### config.mk
export PLATFORM = sky130hd
export DESIGN_NAME = humidity_sensor_i2c_reader_core_flat
export DESIGN_NICKNAME = d
export VERILOG_FILES = /design/src/rtl/hsir_pkg.sv /design/src/rtl/hsir_if.sv /design/src/rtl/humidity_sensor_i2c_reader_core.sv /design/src/flat_wrapper.sv
export SDC_FILE = /design/constraint.sdc
export NUM_CORES = 1
export LEC_CHECK = 0
export CORE_MARGIN = 2
export CORE_UTILIZATION = 55
export CTS_BUF_LIST = sky130_fd_sc_hd__clkbuf_4 sky130_fd_sc_hd__clkbuf_8 sky130_fd_sc_hd__clkbuf_16
export DETAILED_ROUTE_END_ITERATION = 6
export DONT_BUFFER_PORTS = 1
export PLACE_DENSITY = 0.74
export SYNTH_ARGS = -nofsm -noshare
export SYNTH_HDL_FRONTEND = slang
export SYNTH_SLANG_ARGS = --single-unit
### constraint.sdc
create_clock -name clk -period 11.55 [get_ports clk]
set_input_delay 1.155 -clock clk [delete_from_list [all_inputs] [get_ports clk]]
set_output_delay 1.155 -clock clk [all_outputs]
set_load 0.1 [all_outputs]
### src/rtl/hsir_pkg.sv
`timescale 1ns / 1ps
package hsir_pkg;

  localparam int unsigned QuarterTicksW = 16;
  localparam int unsigned MsTicksW = 20;
  localparam int unsigned CfgDataW = 20;
  localparam int unsigned CfgIndexW = 3;

  localparam logic [CfgIndexW-1:0] CFG_QUARTER_TICKS = 3'd0;
  localparam logic [CfgIndexW-1:0] CFG_MS_TICKS = 3'd1;
  localparam logic [CfgIndexW-1:0] CFG_DEVICE_ADDRESS = 3'd2;
  localparam logic [CfgIndexW-1:0] CFG_POLL_LIMIT = 3'd3;
  localparam logic [CfgIndexW-1:0] CFG_TRIGGER_WAIT = 3'd4;
  localparam logic [CfgIndexW-1:0] CFG_POLL_INTERVAL = 3'd5;

  localparam logic [15:0] RstQuarterTicks = 16'd500;
  localparam logic [19:0] RstMsTicks = 20'd100000;
  localparam logic [6:0] RstDeviceAddress = 7'd56;
  localparam logic [7:0] RstPollLimit = 8'd100;
  localparam logic [7:0] RstTriggerWait = 8'd80;
  localparam logic [7:0] RstPollInterval = 8'd10;

  localparam logic [7:0] PowerWaitMs = 8'd140;
  localparam logic [7:0] ResetWaitMs = 8'd20;
  localparam logic [7:0] CalWaitMs = 8'd10;

  localparam logic [2:0] ERR_OK = 3'd0;
  localparam logic [2:0] ERR_ADDR_WR = 3'd1;
  localparam logic [2:0] ERR_DATA = 3'd2;
  localparam logic [2:0] ERR_ADDR_RD = 3'd3;
  localparam logic [2:0] ERR_TIMEOUT = 3'd4;
  localparam logic [2:0] ERR_STATUS = 3'd5;

  typedef enum logic [1:0] {
    CMD_RESET = 2'd0,
    CMD_CAL   = 2'd1,
    CMD_TRIG  = 2'd2,
    CMD_NONE  = 2'd3
  } cmd_t;

  typedef struct packed {
    logic [0:0] scl_level;
    logic [0:0] sda_level;
    logic [0:0] measure_request;
  } in_item_t;

  typedef struct packed {
    logic [0:0] sda_pull_low;
    logic [0:0] scl_pull_low;
    logic [0:0] ready_res;
    logic [0:0] done_res;
    logic [13:0] humidity_centi;
    logic signed [14:0] temperature_centi;
    logic [2:0] error_code;
    logic [0:0] calibrated;
    logic [7:0] status_byte;
  } out_item_t;

  function automatic logic [7:0] cmd_byte(input cmd_t cmd, input logic [1:0] idx);
    logic [7:0] b;
    b = 8'h00;
    case (cmd)
      CMD_RESET: b = (idx == 2'd0) ? 8'hBA : 8'h00;
      CMD_CAL: begin
        case (idx)
          2'd0: b = 8'hE1;
          2'd1: b = 8'h08;
          default: b = 8'h00;
        endcase
      end
      CMD_TRIG: begin
        case (idx)
          2'd0: b = 8'hAC;
          2'd1: b = 8'h33;
          default: b = 8'h00;
        endcase
      end
      default: b = 8'h00;
    endcase
    return b;
  endfunction

endpackage

### src/rtl/hsir_if.sv
`timescale 1ns / 1ps
interface hsir_in_if;
  logic valid;
  logic ready;
  hsir_pkg::in_item_t data;
  modport source (output valid, output data, input ready);
  modport sink (input valid, input data, output ready);
endinterface

interface hsir_out_if;
  logic valid;
  logic ready;
  hsir_pkg::out_item_t data;
  modport source (output valid, output data, input ready);
  modport sink (input valid, input data, output ready);
endinterface

### src/rtl/humidity_sensor_i2c_reader_core.sv
`timescale 1ns / 1ps
// Bit-banged I2C reader for a humidity/temperature sensor. Every request on
// the input channel is one clock tick carrying the sampled SCL and SDA levels
// and a measure request; it yields exactly one result request with the line
// drives, status and the latest humidity and temperature readings. One
// request is taken every cycle unless stalled: the sequencer state register
// is updated at the acceptance edge and the result is held in a single output
// register, so input ready follows whether that register is free or drained.
// After reset the set-up sequence (power-up wait, soft reset, calibrate)
// runs on its own as ticks arrive; bus timing is counted in ticks.
module humidity_sensor_i2c_reader_core (
  input  logic clk,
  input  logic rst,
  hsir_in_if.sink in_ch,
  hsir_out_if.source out_ch,
  input  logic cfg_we,
  input  logic [hsir_pkg::CfgIndexW-1:0] cfg_index,
  input  logic [hsir_pkg::CfgDataW-1:0] cfg_data
);

  typedef enum logic [4:0] {
    P_POWER_WAIT, P_RESET_CMD, P_RESET_WAIT, P_STATUS_READ, P_POLL1_READ,
    P_POLL1_WAIT, P_CAL_CMD, P_CAL_WAIT, P_POLL2_READ, P_POLL2_WAIT,
    P_FINAL_READ, P_IDLE, P_TRIG_CMD, P_TRIG_WAIT, P_POLL3_READ,
    P_POLL3_WAIT, P_DATA_READ
  } phase_t;

  typedef enum logic [1:0] {SEG_START, SEG_WBIT, SEG_RBIT, SEG_STOP} seg_t;

  typedef struct packed {
    phase_t phase;
    logic [3:0] bit_count;
    logic [2:0] byte_count;
    logic [7:0] shift_byte;
    logic [15:0] step_timer;
    logic [19:0] milli_timer;
    logic [7:0] wait_left_ms;
    logic [7:0] polls_left;
    logic [19:0] humidity_raw;
    logic [19:0] temperature_raw;
    logic [7:0] last_status;
    logic calibrated_flag;
    logic [2:0] last_error;
    logic bus_busy;
    logic ack_seen;
    logic addr_stage;
    seg_t seg;
    logic [1:0] sub;
    logic txn_read;
    logic [2:0] txn_len;
    hsir_pkg::cmd_t txn_cmd;
    logic [2:0] txn_code;
    logic drv_sda;
    logic drv_scl;
    logic [7:0] rx0;
    logic [7:0] rx1;
    logic [7:0] rx2;
    logic [7:0] rx3;
    logic [7:0] rx4;
    logic [7:0] rx5;
  } st_t;

  logic [15:0] quarter_ticks;
  logic [19:0] ms_ticks;
  logic [6:0] device_address;
  logic [7:0] poll_limit;
  logic [7:0] trigger_wait_ms;
  logic [7:0] poll_interval_ms;

  st_t st, st_next;
  logic done_next;
  logic ready_now;
  logic accept;
  logic out_valid;
  hsir_pkg::out_item_t out_data;

  logic [33:0] hum_prod;
  logic [34:0] tmp_prod;
  logic [13:0] hum_centi;
  logic [14:0] tmp_centi;

  assign in_ch.ready = !out_valid || out_ch.ready;
  assign accept = in_ch.valid && in_ch.ready;
  assign out_ch.valid = out_valid;
  assign out_ch.data = out_data;

  always_ff @(posedge clk) begin
    if (rst) begin
      quarter_ticks <= hsir_pkg::RstQuarterTicks;
      ms_ticks <= hsir_pkg::RstMsTicks;
      device_address <= hsir_pkg::RstDeviceAddress;
      poll_limit <= hsir_pkg::RstPollLimit;
      trigger_wait_ms <= hsir_pkg::RstTriggerWait;
      poll_interval_ms <= hsir_pkg::RstPollInterval;
    end else if (cfg_we) begin
      case (cfg_index)
        hsir_pkg::CFG_QUARTER_TICKS: quarter_ticks <= cfg_data[15:0];
        hsir_pkg::CFG_MS_TICKS: ms_ticks <= cfg_data[19:0];
        hsir_pkg::CFG_DEVICE_ADDRESS: device_address <= cfg_data[6:0];
        hsir_pkg::CFG_POLL_LIMIT: poll_limit <= cfg_data[7:0];
        hsir_pkg::CFG_TRIGGER_WAIT: trigger_wait_ms <= cfg_data[7:0];
        hsir_pkg::CFG_POLL_INTERVAL: poll_interval_ms <= cfg_data[7:0];
        default: ;
      endcase
    end
  end

  function automatic st_t set_drive(input st_t s);
    st_t r;
    r = s;
    case (s.seg)
      SEG_START: begin
        r.drv_sda = (s.sub >= 2'd1);
        r.drv_scl = (s.sub >= 2'd2);
      end
      SEG_WBIT: begin
        r.drv_sda = (s.bit_count < 4'd8) ? ~s.shift_byte[3'd7 - s.bit_count[2:0]] : 1'b0;
        r.drv_scl = (s.sub != 2'd1);
      end
      SEG_RBIT: begin
        r.drv_sda = (s.bit_count == 4'd8) && ({1'b0, s.byte_count} + 4'd1 < {1'b0, s.txn_len});
        r.drv_scl = (s.sub != 2'd1);
      end
      default: begin
        r.drv_sda = (s.sub <= 2'd1);
        r.drv_scl = (s.sub == 2'd0);
      end
    endcase
    return r;
  endfunction

  function automatic st_t begin_txn(input st_t s, input logic rd, input logic [2:0] len,
                                    input hsir_pkg::cmd_t cmd);
    st_t r;
    r = s;
    r.bus_busy = 1'b1;
    r.txn_read = rd;
    r.txn_len = len;
    r.txn_cmd = cmd;
    r.txn_code = hsir_pkg::ERR_OK;
    r.seg = SEG_START;
    r.sub = 2'd0;
    r.step_timer = '0;
    return set_drive(r);
  endfunction

  function automatic st_t start_wait(input st_t s, input logic [7:0] ms);
    st_t r;
    r = s;
    r.wait_left_ms = ms;
    r.milli_timer = '0;
    return r;
  endfunction

  function automatic st_t goto_phase(input st_t s, input phase_t p);
    st_t r;
    r = s;
    r.phase = p;
    case (p)
      P_POWER_WAIT: r = start_wait(r, hsir_pkg::PowerWaitMs);
      P_RESET_CMD: r = begin_txn(r, 1'b0, 3'd1, hsir_pkg::CMD_RESET);
      P_RESET_WAIT: r = start_wait(r, hsir_pkg::ResetWaitMs);
      P_STATUS_READ, P_POLL1_READ, P_POLL2_READ, P_FINAL_READ, P_POLL3_READ:
        r = begin_txn(r, 1'b1, 3'd1, hsir_pkg::CMD_RESET);
      P_POLL1_WAIT, P_POLL2_WAIT, P_POLL3_WAIT: r = start_wait(r, poll_interval_ms);
      P_CAL_CMD: r = begin_txn(r, 1'b0, 3'd3, hsir_pkg::CMD_CAL);
      P_CAL_WAIT: r = start_wait(r, hsir_pkg::CalWaitMs);
      P_TRIG_CMD: r = begin_txn(r, 1'b0, 3'd3, hsir_pkg::CMD_TRIG);
      P_TRIG_WAIT: r = start_wait(r, trigger_wait_ms);
      P_DATA_READ: r = begin_txn(r, 1'b1, 3'd7, hsir_pkg::CMD_RESET);
      default: r.phase = P_IDLE;
    endcase
    return r;
  endfunction

  function automatic st_t reset_state();
    st_t r;
    r = '0;
    r.seg = SEG_STOP;
    return goto_phase(r, P_POWER_WAIT);
  endfunction

  always_comb begin
    st_t s;
    logic ok;
    logic busy;
    logic sda;
    logic [7:0] rxb;
    logic [2:0] bc1;
    s = st;
    done_next = 1'b0;
    ok = 1'b0;
    busy = 1'b0;
    rxb = 8'h00;
    bc1 = 3'd0;
    sda = in_ch.data.sda_level;
    if (st.phase == P_IDLE) begin
      if (in_ch.data.measure_request) begin
        s.last_error = hsir_pkg::ERR_OK;
        s = goto_phase(s, P_TRIG_CMD);
      end
    end else if (st.bus_busy) begin
      if (!(st.drv_scl == 1'b0 && in_ch.data.scl_level == 1'b0)) begin
        if ({16'd0, st.step_timer} + 32'd1 >= {16'd0, quarter_ticks}) begin
          s.step_timer = '0;
          case (st.seg)
            SEG_START: begin
              if (st.sub < 2'd2) s.sub = st.sub + 2'd1;
              else begin
                s.seg = SEG_WBIT;
                s.sub = 2'd0;
                s.bit_count = '0;
                s.byte_count = '0;
                s.addr_stage = 1'b1;
                s.shift_byte = {device_address, st.txn_read};
              end
              s = set_drive(s);
            end
            SEG_WBIT: begin
              if (st.sub == 2'd1 && st.bit_count == 4'd8) s.ack_seen = !sda;
              if (st.sub < 2'd2) s.sub = st.sub + 2'd1;
              else begin
                s.sub = 2'd0;
                if (st.bit_count < 4'd8) s.bit_count = st.bit_count + 4'd1;
                else if (!st.ack_seen) begin
                  s.txn_code = st.addr_stage ?
                      (st.txn_read ? hsir_pkg::ERR_ADDR_RD : hsir_pkg::ERR_ADDR_WR) :
                      hsir_pkg::ERR_DATA;
                  s.seg = SEG_STOP;
                end else if (st.addr_stage && st.txn_read) begin
                  s.addr_stage = 1'b0;
                  s.seg = SEG_RBIT;
                  s.bit_count = '0;
                  s.byte_count = '0;
                  s.shift_byte = '0;
                end else begin
                  s.addr_stage = 1'b0;
                  if (st.byte_count < st.txn_len) begin
                    s.shift_byte = hsir_pkg::cmd_byte(st.txn_cmd, st.byte_count[1:0]);
                    s.byte_count = st.byte_count + 3'd1;
                    s.bit_count = '0;
                  end else s.seg = SEG_STOP;
                end
              end
              s = set_drive(s);
            end
            SEG_RBIT: begin
              if (st.sub == 2'd1 && st.bit_count < 4'd8)
                s.shift_byte = {st.shift_byte[6:0], sda};
              if (st.sub < 2'd2) s.sub = st.sub + 2'd1;
              else begin
                s.sub = 2'd0;
                if (st.bit_count < 4'd8) s.bit_count = st.bit_count + 4'd1;
                else begin
                  case (st.byte_count)
                    3'd0: s.rx0 = st.shift_byte;
                    3'd1: s.rx1 = st.shift_byte;
                    3'd2: s.rx2 = st.shift_byte;
                    3'd3: s.rx3 = st.shift_byte;
                    3'd4: s.rx4 = st.shift_byte;
                    3'd5: s.rx5 = st.shift_byte;
                    default: ;
                  endcase
                  bc1 = st.byte_count + 3'd1;
                  s.byte_count = bc1;
                  if (bc1 >= st.txn_len || bc1 == 3'd0) s.seg = SEG_STOP;
                  else begin
                    s.bit_count = '0;
                    s.shift_byte = '0;
                  end
                end
              end
              s = set_drive(s);
            end
            default: begin
              if (st.sub < 2'd2) begin
                s.sub = st.sub + 2'd1;
                s = set_drive(s);
              end else begin
                s.bus_busy = 1'b0;
                s.drv_sda = 1'b0;
                s.drv_scl = 1'b0;
                ok = (st.txn_code == hsir_pkg::ERR_OK);
                rxb = st.rx0;
                case (st.phase)
                  P_RESET_CMD, P_CAL_CMD: begin
                    if (ok) s = goto_phase(s, (st.phase == P_RESET_CMD) ? P_RESET_WAIT
                                                                      : P_CAL_WAIT);
                    else begin
                      s.calibrated_flag = 1'b0;
                      s.last_error = st.txn_code;
                      done_next = 1'b1;
                      s = goto_phase(s, P_IDLE);
                    end
                  end
                  P_STATUS_READ: begin
                    if (ok) begin
                      s.last_status = rxb;
                      s.polls_left = poll_limit;
                      s = goto_phase(s, P_POLL1_READ);
                    end else begin
                      s.calibrated_flag = 1'b0;
                      s.last_error = hsir_pkg::ERR_STATUS;
                      done_next = 1'b1;
                      s = goto_phase(s, P_IDLE);
                    end
                  end
                  P_POLL1_READ, P_POLL2_READ, P_POLL3_READ: begin
                    busy = !ok || rxb[7];
                    if (ok) s.last_status = rxb;
                    if (!busy) begin
                      s = goto_phase(s, (st.phase == P_POLL1_READ) ? P_CAL_CMD :
                                        (st.phase == P_POLL2_READ) ? P_FINAL_READ :
                                        P_DATA_READ);
                    end else if (st.polls_left != 8'd0) begin
                      s.polls_left = st.polls_left - 8'd1;
                      s = goto_phase(s, (st.phase == P_POLL1_READ) ? P_POLL1_WAIT :
                                        (st.phase == P_POLL2_READ) ? P_POLL2_WAIT :
                                        P_POLL3_WAIT);
                    end else if (st.phase == P_POLL3_READ) begin
                      s.last_error = hsir_pkg::ERR_TIMEOUT;
                      done_next = 1'b1;
                      s = goto_phase(s, P_IDLE);
                    end else begin
                      s = goto_phase(s, (st.phase == P_POLL1_READ) ? P_CAL_CMD
                                                                   : P_FINAL_READ);
                    end
                  end
                  P_FINAL_READ: begin
                    if (ok) begin
                      s.last_status = rxb;
                      s.calibrated_flag = rxb[3];
                      s.last_error = hsir_pkg::ERR_OK;
                    end else begin
                      s.calibrated_flag = 1'b0;
                      s.last_error = hsir_pkg::ERR_STATUS;
                    end
                    done_next = 1'b1;
                    s = goto_phase(s, P_IDLE);
                  end
                  P_TRIG_CMD: begin
                    if (ok) s = goto_phase(s, P_TRIG_WAIT);
                    else begin
                      s.last_error = st.txn_code;
                      done_next = 1'b1;
                      s = goto_phase(s, P_IDLE);
                    end
                  end
                  P_DATA_READ: begin
                    if (ok) begin
                      s.last_status = rxb;
                      s.humidity_raw = {st.rx1, st.rx2, st.rx3[7:4]};
                      s.temperature_raw = {st.rx3[3:0], st.rx4, st.rx5};
                      s.last_error = hsir_pkg::ERR_OK;
                    end else s.last_error = hsir_pkg::ERR_ADDR_RD;
                    done_next = 1'b1;
                    s = goto_phase(s, P_IDLE);
                  end
                  default: s = goto_phase(s, P_IDLE);
                endcase
              end
            end
          endcase
        end else s.step_timer = st.step_timer + 16'd1;
      end
    end else begin
      if (st.wait_left_ms == 8'd0) begin
        case (st.phase)
          P_POWER_WAIT: s = goto_phase(s, P_RESET_CMD);
          P_RESET_WAIT: s = goto_phase(s, P_STATUS_READ);
          P_CAL_WAIT: begin
            s.polls_left = poll_limit;
            s = goto_phase(s, P_POLL2_READ);
          end
          P_TRIG_WAIT: begin
            s.polls_left = poll_limit;
            s = goto_phase(s, P_POLL3_READ);
          end
          P_POLL1_WAIT: s = goto_phase(s, P_POLL1_READ);
          P_POLL2_WAIT: s = goto_phase(s, P_POLL2_READ);
          P_POLL3_WAIT: s = goto_phase(s, P_POLL3_READ);
          default: s = goto_phase(s, P_IDLE);
        endcase
      end else if ({1'b0, st.milli_timer} + 21'd1 >= {1'b0, ms_ticks}) begin
        s.milli_timer = '0;
        s.wait_left_ms = st.wait_left_ms - 8'd1;
      end else s.milli_timer = st.milli_timer + 20'd1;
    end
    st_next = s;
  end

  assign ready_now = (st.phase == P_IDLE);
  assign hum_prod = {14'd0, st_next.humidity_raw} * 34'd10000;
  assign tmp_prod = {15'd0, st_next.temperature_raw} * 35'd20000;
  assign hum_centi = hum_prod[33:20];
  assign tmp_centi = tmp_prod[34:20] - 15'd5000;

  always_ff @(posedge clk) begin
    if (rst) begin
      st <= reset_state();
      out_valid <= 1'b0;
    end else begin
      if (accept) begin
        st <= st_next;
        out_valid <= 1'b1;
      end else if (out_ch.ready) out_valid <= 1'b0;
    end
    if (accept) begin
      out_data.sda_pull_low <= st_next.drv_sda;
      out_data.scl_pull_low <= st_next.drv_scl;
      out_data.ready_res <= ready_now;
      out_data.done_res <= done_next;
      out_data.humidity_centi <= hum_centi;
      out_data.temperature_centi <= tmp_centi;
      out_data.error_code <= st_next.last_error;
      out_data.calibrated <= st_next.calibrated_flag;
      out_data.status_byte <= st_next.last_status;
    end
  end

endmodule
### src/flat_wrapper.sv
// flat-port wrapper written by rule: the top's interface ports become plain ports
module humidity_sensor_i2c_reader_core_flat 
  (clk, rst, cfg_we, cfg_index, cfg_data, in_ch_valid, in_ch_data, in_ch_ready, out_ch_valid, out_ch_data, out_ch_ready);
  hsir_in_if in_ch_i ();
  hsir_out_if out_ch_i ();
  input  logic clk;
  input  logic rst;
  input  logic cfg_we;
  input  logic [hsir_pkg::CfgIndexW-1:0] cfg_index;
  input  logic [hsir_pkg::CfgDataW-1:0] cfg_data;
  input wire logic [$bits(in_ch_i.valid)-1:0] in_ch_valid;
  input wire logic [$bits(in_ch_i.data)-1:0] in_ch_data;
  output wire logic [$bits(in_ch_i.ready)-1:0] in_ch_ready;
  output wire logic [$bits(out_ch_i.valid)-1:0] out_ch_valid;
  output wire logic [$bits(out_ch_i.data)-1:0] out_ch_data;
  input wire logic [$bits(out_ch_i.ready)-1:0] out_ch_ready;
  assign in_ch_i.valid = in_ch_valid;
  assign in_ch_i.data = in_ch_data;
  assign in_ch_ready = in_ch_i.ready;
  assign out_ch_valid = out_ch_i.valid;
  assign out_ch_data = out_ch_i.data;
  assign out_ch_i.ready = out_ch_ready;
  humidity_sensor_i2c_reader_core u_core (.clk(clk), .rst(rst), .in_ch(in_ch_i), .out_ch(out_ch_i), .cfg_we(cfg_we), .cfg_index(cfg_index), .cfg_data(cfg_data));
endmodule
==> parameters.txt <==
Parameter                              Value

Status
  Outcome ... complete, no violations

Logic synthesis
  Post-synthesis sequential area ratio ... 0.286
  Cells after Synth ... 2756
  Flip-flop and latch count after synthesis ... 302
  Biggest area consumer among synthesized cells ... sky130_fd_sc_hd__dfxtp_1
  Synth async-reset ratio ... 0
  EDFF count, synth ... 45
  Simple-gate share of the synthesized area ... 0.182
  Average cell area after synthesis ... 8.25 um2
  Mux cell area share after synthesis ... 0.0319
  Share of synthesized cell area in full adder, half adder and majority cells ... 0.209
  Xor and xnor fraction of the mapped netlist area ... 0.0293
  Summed instance area of the synthesized netlist ... 0.0227 mm2
  Top cells by area, synth ... sky130_fd_sc_hd__dfxtp_1 (23%), sky130_fd_sc_hd__ha_1 (13%), sky130_fd_sc_hd__fa_1 (8.0%)
  Count of different cell masters after synthesis ... 89
  Largest family of logic cells by synthesized area ... adder cells
  Post-Syn Nets ... 3112
  Most used DFF post-synth ... sky130_fd_sc_hd__dfxtp_1
  Area share of the largest cell type after synthesis ... 0.226
  Area fraction in compound gates after synthesis ... 0.192
  Total of warnings raised by yosys ... 0

Timing
  Fin Clk Skew ... 0.0184 ns
  Measured slew at the worst slew-check pin ... 1.18 ns
  Maximum clock frequency ... 92.5 MHz
  Number of hold violations in the final report ... 0
  Final clock period utilization by the worst path ... 0.936
  Setup TNS ... 0 ns
  Setup repair after global routing missed its margin ... no
  Crit path time final ... 10.81 ns
  Slew headroom ... 0.208
  Slew Limit Fails ... 0
  Setup violations, final ... 0

Global routing
  Wire length of the first global-routing pass ... 99000 um
  Pin count of the biggest net entering global routing ... 226
  Overflow left after global routing ... 0
  Initial antenna violation count ... 0
  Global-route usage over all layers ... 0.278
  Vias in the first global route ... 19.4k

Finish
  Leading cell type in the layout, fill and taps excluded ... sky130_fd_sc_hd__nand2_1
  Top library cells by usage in the layout, fill and taps aside ... sky130_fd_sc_hd__nand2_1 (313), sky130_fd_sc_hd__inv_1 (284), sky130_fd_sc_hd__nor2_1 (272)
  Summed area of non-filler cells in the final layout ... 0.0243 mm2
  Number of nets in the finished design ... 3038
  Diode count ... 0
  Signed area change from the synthesized netlist to the final layout ... 6.84%
  Post-layout instance count excluding filler cells ... 3240
  Fraction of final layout cells sized beyond drive strength 1 ... 0.0513

Setup path
  Slowest cell on the critical path ... sky130_fd_sc_hd__fa_1
  Crit path top cell by count ... sky130_fd_sc_hd__ha_1
  Critical-path maximum fanout ... 16
  Start-to-end type of the worst setup path ... reg -> reg
  Largest stage delay, worst path ... 0.53 ns
  CP delay by family, top ... simple AND/OR/NAND/NOR gates
  Worst path buffer plus inverter count ... 6
  Worst Reg2Reg Path Length in Cells ... 41
  Start of the worst register-to-register path ... u_core.st[154]
  End of the worst register-to-register path ... u_core.out_ch.data[25]
  Required time of the critical path ... 11.84 ns
  Critical path arrival ... 11.10 ns
  Crit end category ... flip-flop
  Register-to-register path setup slack ... 0.74 ns
  Critical path launch point type ... flip-flop

Die
  I/O pins ... 78
  Die W ... 207 um
  Die height ... 207 um
  Placement row count ... 74
  Initial cell density of the core ... 0.557
  Die Outline Area ... 0.0430 mm2
  Area of the core ... 0.0408 mm2

Clocking
  Worst-skew pair later-pin latency ... 0.56 ns
  Post-CTS Repair Setup Buffers ... 0
  Hold-fix buffers at CTS ... 0
  Number of resized instances in the post-cts repair step ... 0
  Reg clk slew, reported paths ... 0.06 ns
  CTS tree ... done
  Number of clock sinks ... 302
  H-Tree Depth ... 2
  CTS Buf Count ... 36
  Root buffer cell ... sky130_fd_sc_hd__clkbuf_16
  Maximum buffer depth of the clock tree ... 3

Power
  Leakage power ... 10.9 nW
  Total power density per cell area ... 144 mW/mm2
  Peak ir drop on the vdd network ... 0.122 mV

Route
  Total DRC errors in the routed layout ... 0
  Average wire per standard cell ... 18.6 um
  Detailed-route via count ... 19.7k
  ANT nets after route ... 0
  Drt first pass iters ... 5
  Vias/cell ... 6.08
  Number of DRC markers in iteration 0 ... 1609
  Total Wirelength ... 60200 um

Placement
  Count of port buffers added during placement ... 0
  Instance area at placement ... 0.0231 mm2
  Placed wire-length estimate after detailed placement ... 43900 um
  Instance count after placement with tap cells included ... 3176
  Final weighted congestion in routability-driven placement ... 0.941

Hold path
  End point of the worst hold path ... u_core.st[33]
  Number of cells on the worst hold path ... 2
  Hold crit path type ... reg -> reg
  Hold path startpoint ... u_core.st[33]

Job
  Number of max-cap violations ... 0
-- flip-flops by register name, summed over array words and instances (netlist names) --
register	flops
u_core.out_ch.valid	1
u_core.device_address	7
u_core.trigger_wait_ms	8
u_core.quarter_ticks	16
u_core.out_ch.data	45
u_core.ms_ticks	20
u_core.poll_limit	8
u_core.st	189
u_core.poll_interval_ms	8
-- where the power goes --
part | leakage [nW] | switching, mW | internal, mW
combinational | 7.76 | 0.502 | 0.346
sequential | 2.53 | 0.308 | 1.15
clock | 0.608 | 0.493 | 0.684
-- per-layer routing --
metal	vias to the layer above	routed length, um	part of all wire	GRT usage
met2	625	28600	0.48	0.467
met3	149	3550	0.059	0.0418
li1	9470	-	-	-
met1	9471	25600	0.43	0.354
met4	0	2400	0.040	0.123
met5	-	0	0	0
-- per-stage QoR --
step / total power, mW / utilization / setup slack [ns] / hold WS [ns]
6_report: 3.49 / 0.595 / 0.740 / 0.455
5_1_grt: 3.68 / 0.595 / 0.140 / 0.470
2_1_floorplan: 2.15 / - / 2.06 / 0.432
4_1_cts: 3.51 / 0.595 / 0.893 / 0.457
3_3_place_gp: 2.30 / 0.565 / 1.35 / 0.440
3_5_place_dp: 2.33 / 0.565 / 0.946 / 0.448
-- cells by family after synthesis --
| group | after synthesis |
|---|---|
| muxes | 68 |
| adders and majority gates | 325 |
| xor gates and xnor gates | 76 |
| AOI/OAI and AO/OA | 658 |
| DFF | 302 |
| buffers and inverters | 423 |
| and+or+nand+nor | 904 |
-- cell type report --
cell class | instances | area, um2
Fill cell | 3656 | 16500
Multi-Input combinational cell | 2031 | 14700
Sequential cell | 302 | 6500
Inverter | 287 | 1080
Clock buffer | 41 | 975
Tap cell | 532 | 666
Clock inverter | 23 | 236
Timing Repair Buffer | 24 | 180
-- worst max-delay path by stage --
| stage | from | endpoint | cells after the start |
|---|---|---|---|
| after floorplan | u_core.st[154] | u_core.out_ch.data[25] | 38 |
| after global placement | u_core.st[154] | u_core.out_ch.data[25] | 41 |
| after detailed placement | u_core.st[154] | u_core.out_ch.data[25] | 41 |
| after CTS | u_core.st[154] | u_core.out_ch.data[25] | 41 |
| after global routing | u_core.st[154] | u_core.out_ch.data[25] | 41 |
| final | u_core.st[154] | u_core.out_ch.data[25] | 41 |
-- Yosys cell counts (all sizes together) (30+ instances only) --
cell type and count:
inv 286, edfxtp 45, a211oi 60, nor2 272, nor3 61, clkbuf 126, mux2i 51, a21o 30
dfxtp 257, fa 91, a22oi 60, and3 34, nand3 51, o21ai 108, ha 234, nand2 315
a21oi 191, xnor2 47
-- worst register-to-register path, delay by kind of cell, from the launching register on --
| kind | cells | cell delay (ns) |
|---|---|---|
| and+or+nand+nor | 12 | 3.23 |
| adders and majority gates | 9 | 3.04 |
| AOI/OAI and AO/OA | 11 | 2.71 |
| buffers and inverters | 6 | 0.70 |
| xor gates and xnor gates | 3 | 0.46 |
| DFF | 1 | 0.40 |
Note: power is estimated with default switching activity, not from simulation.
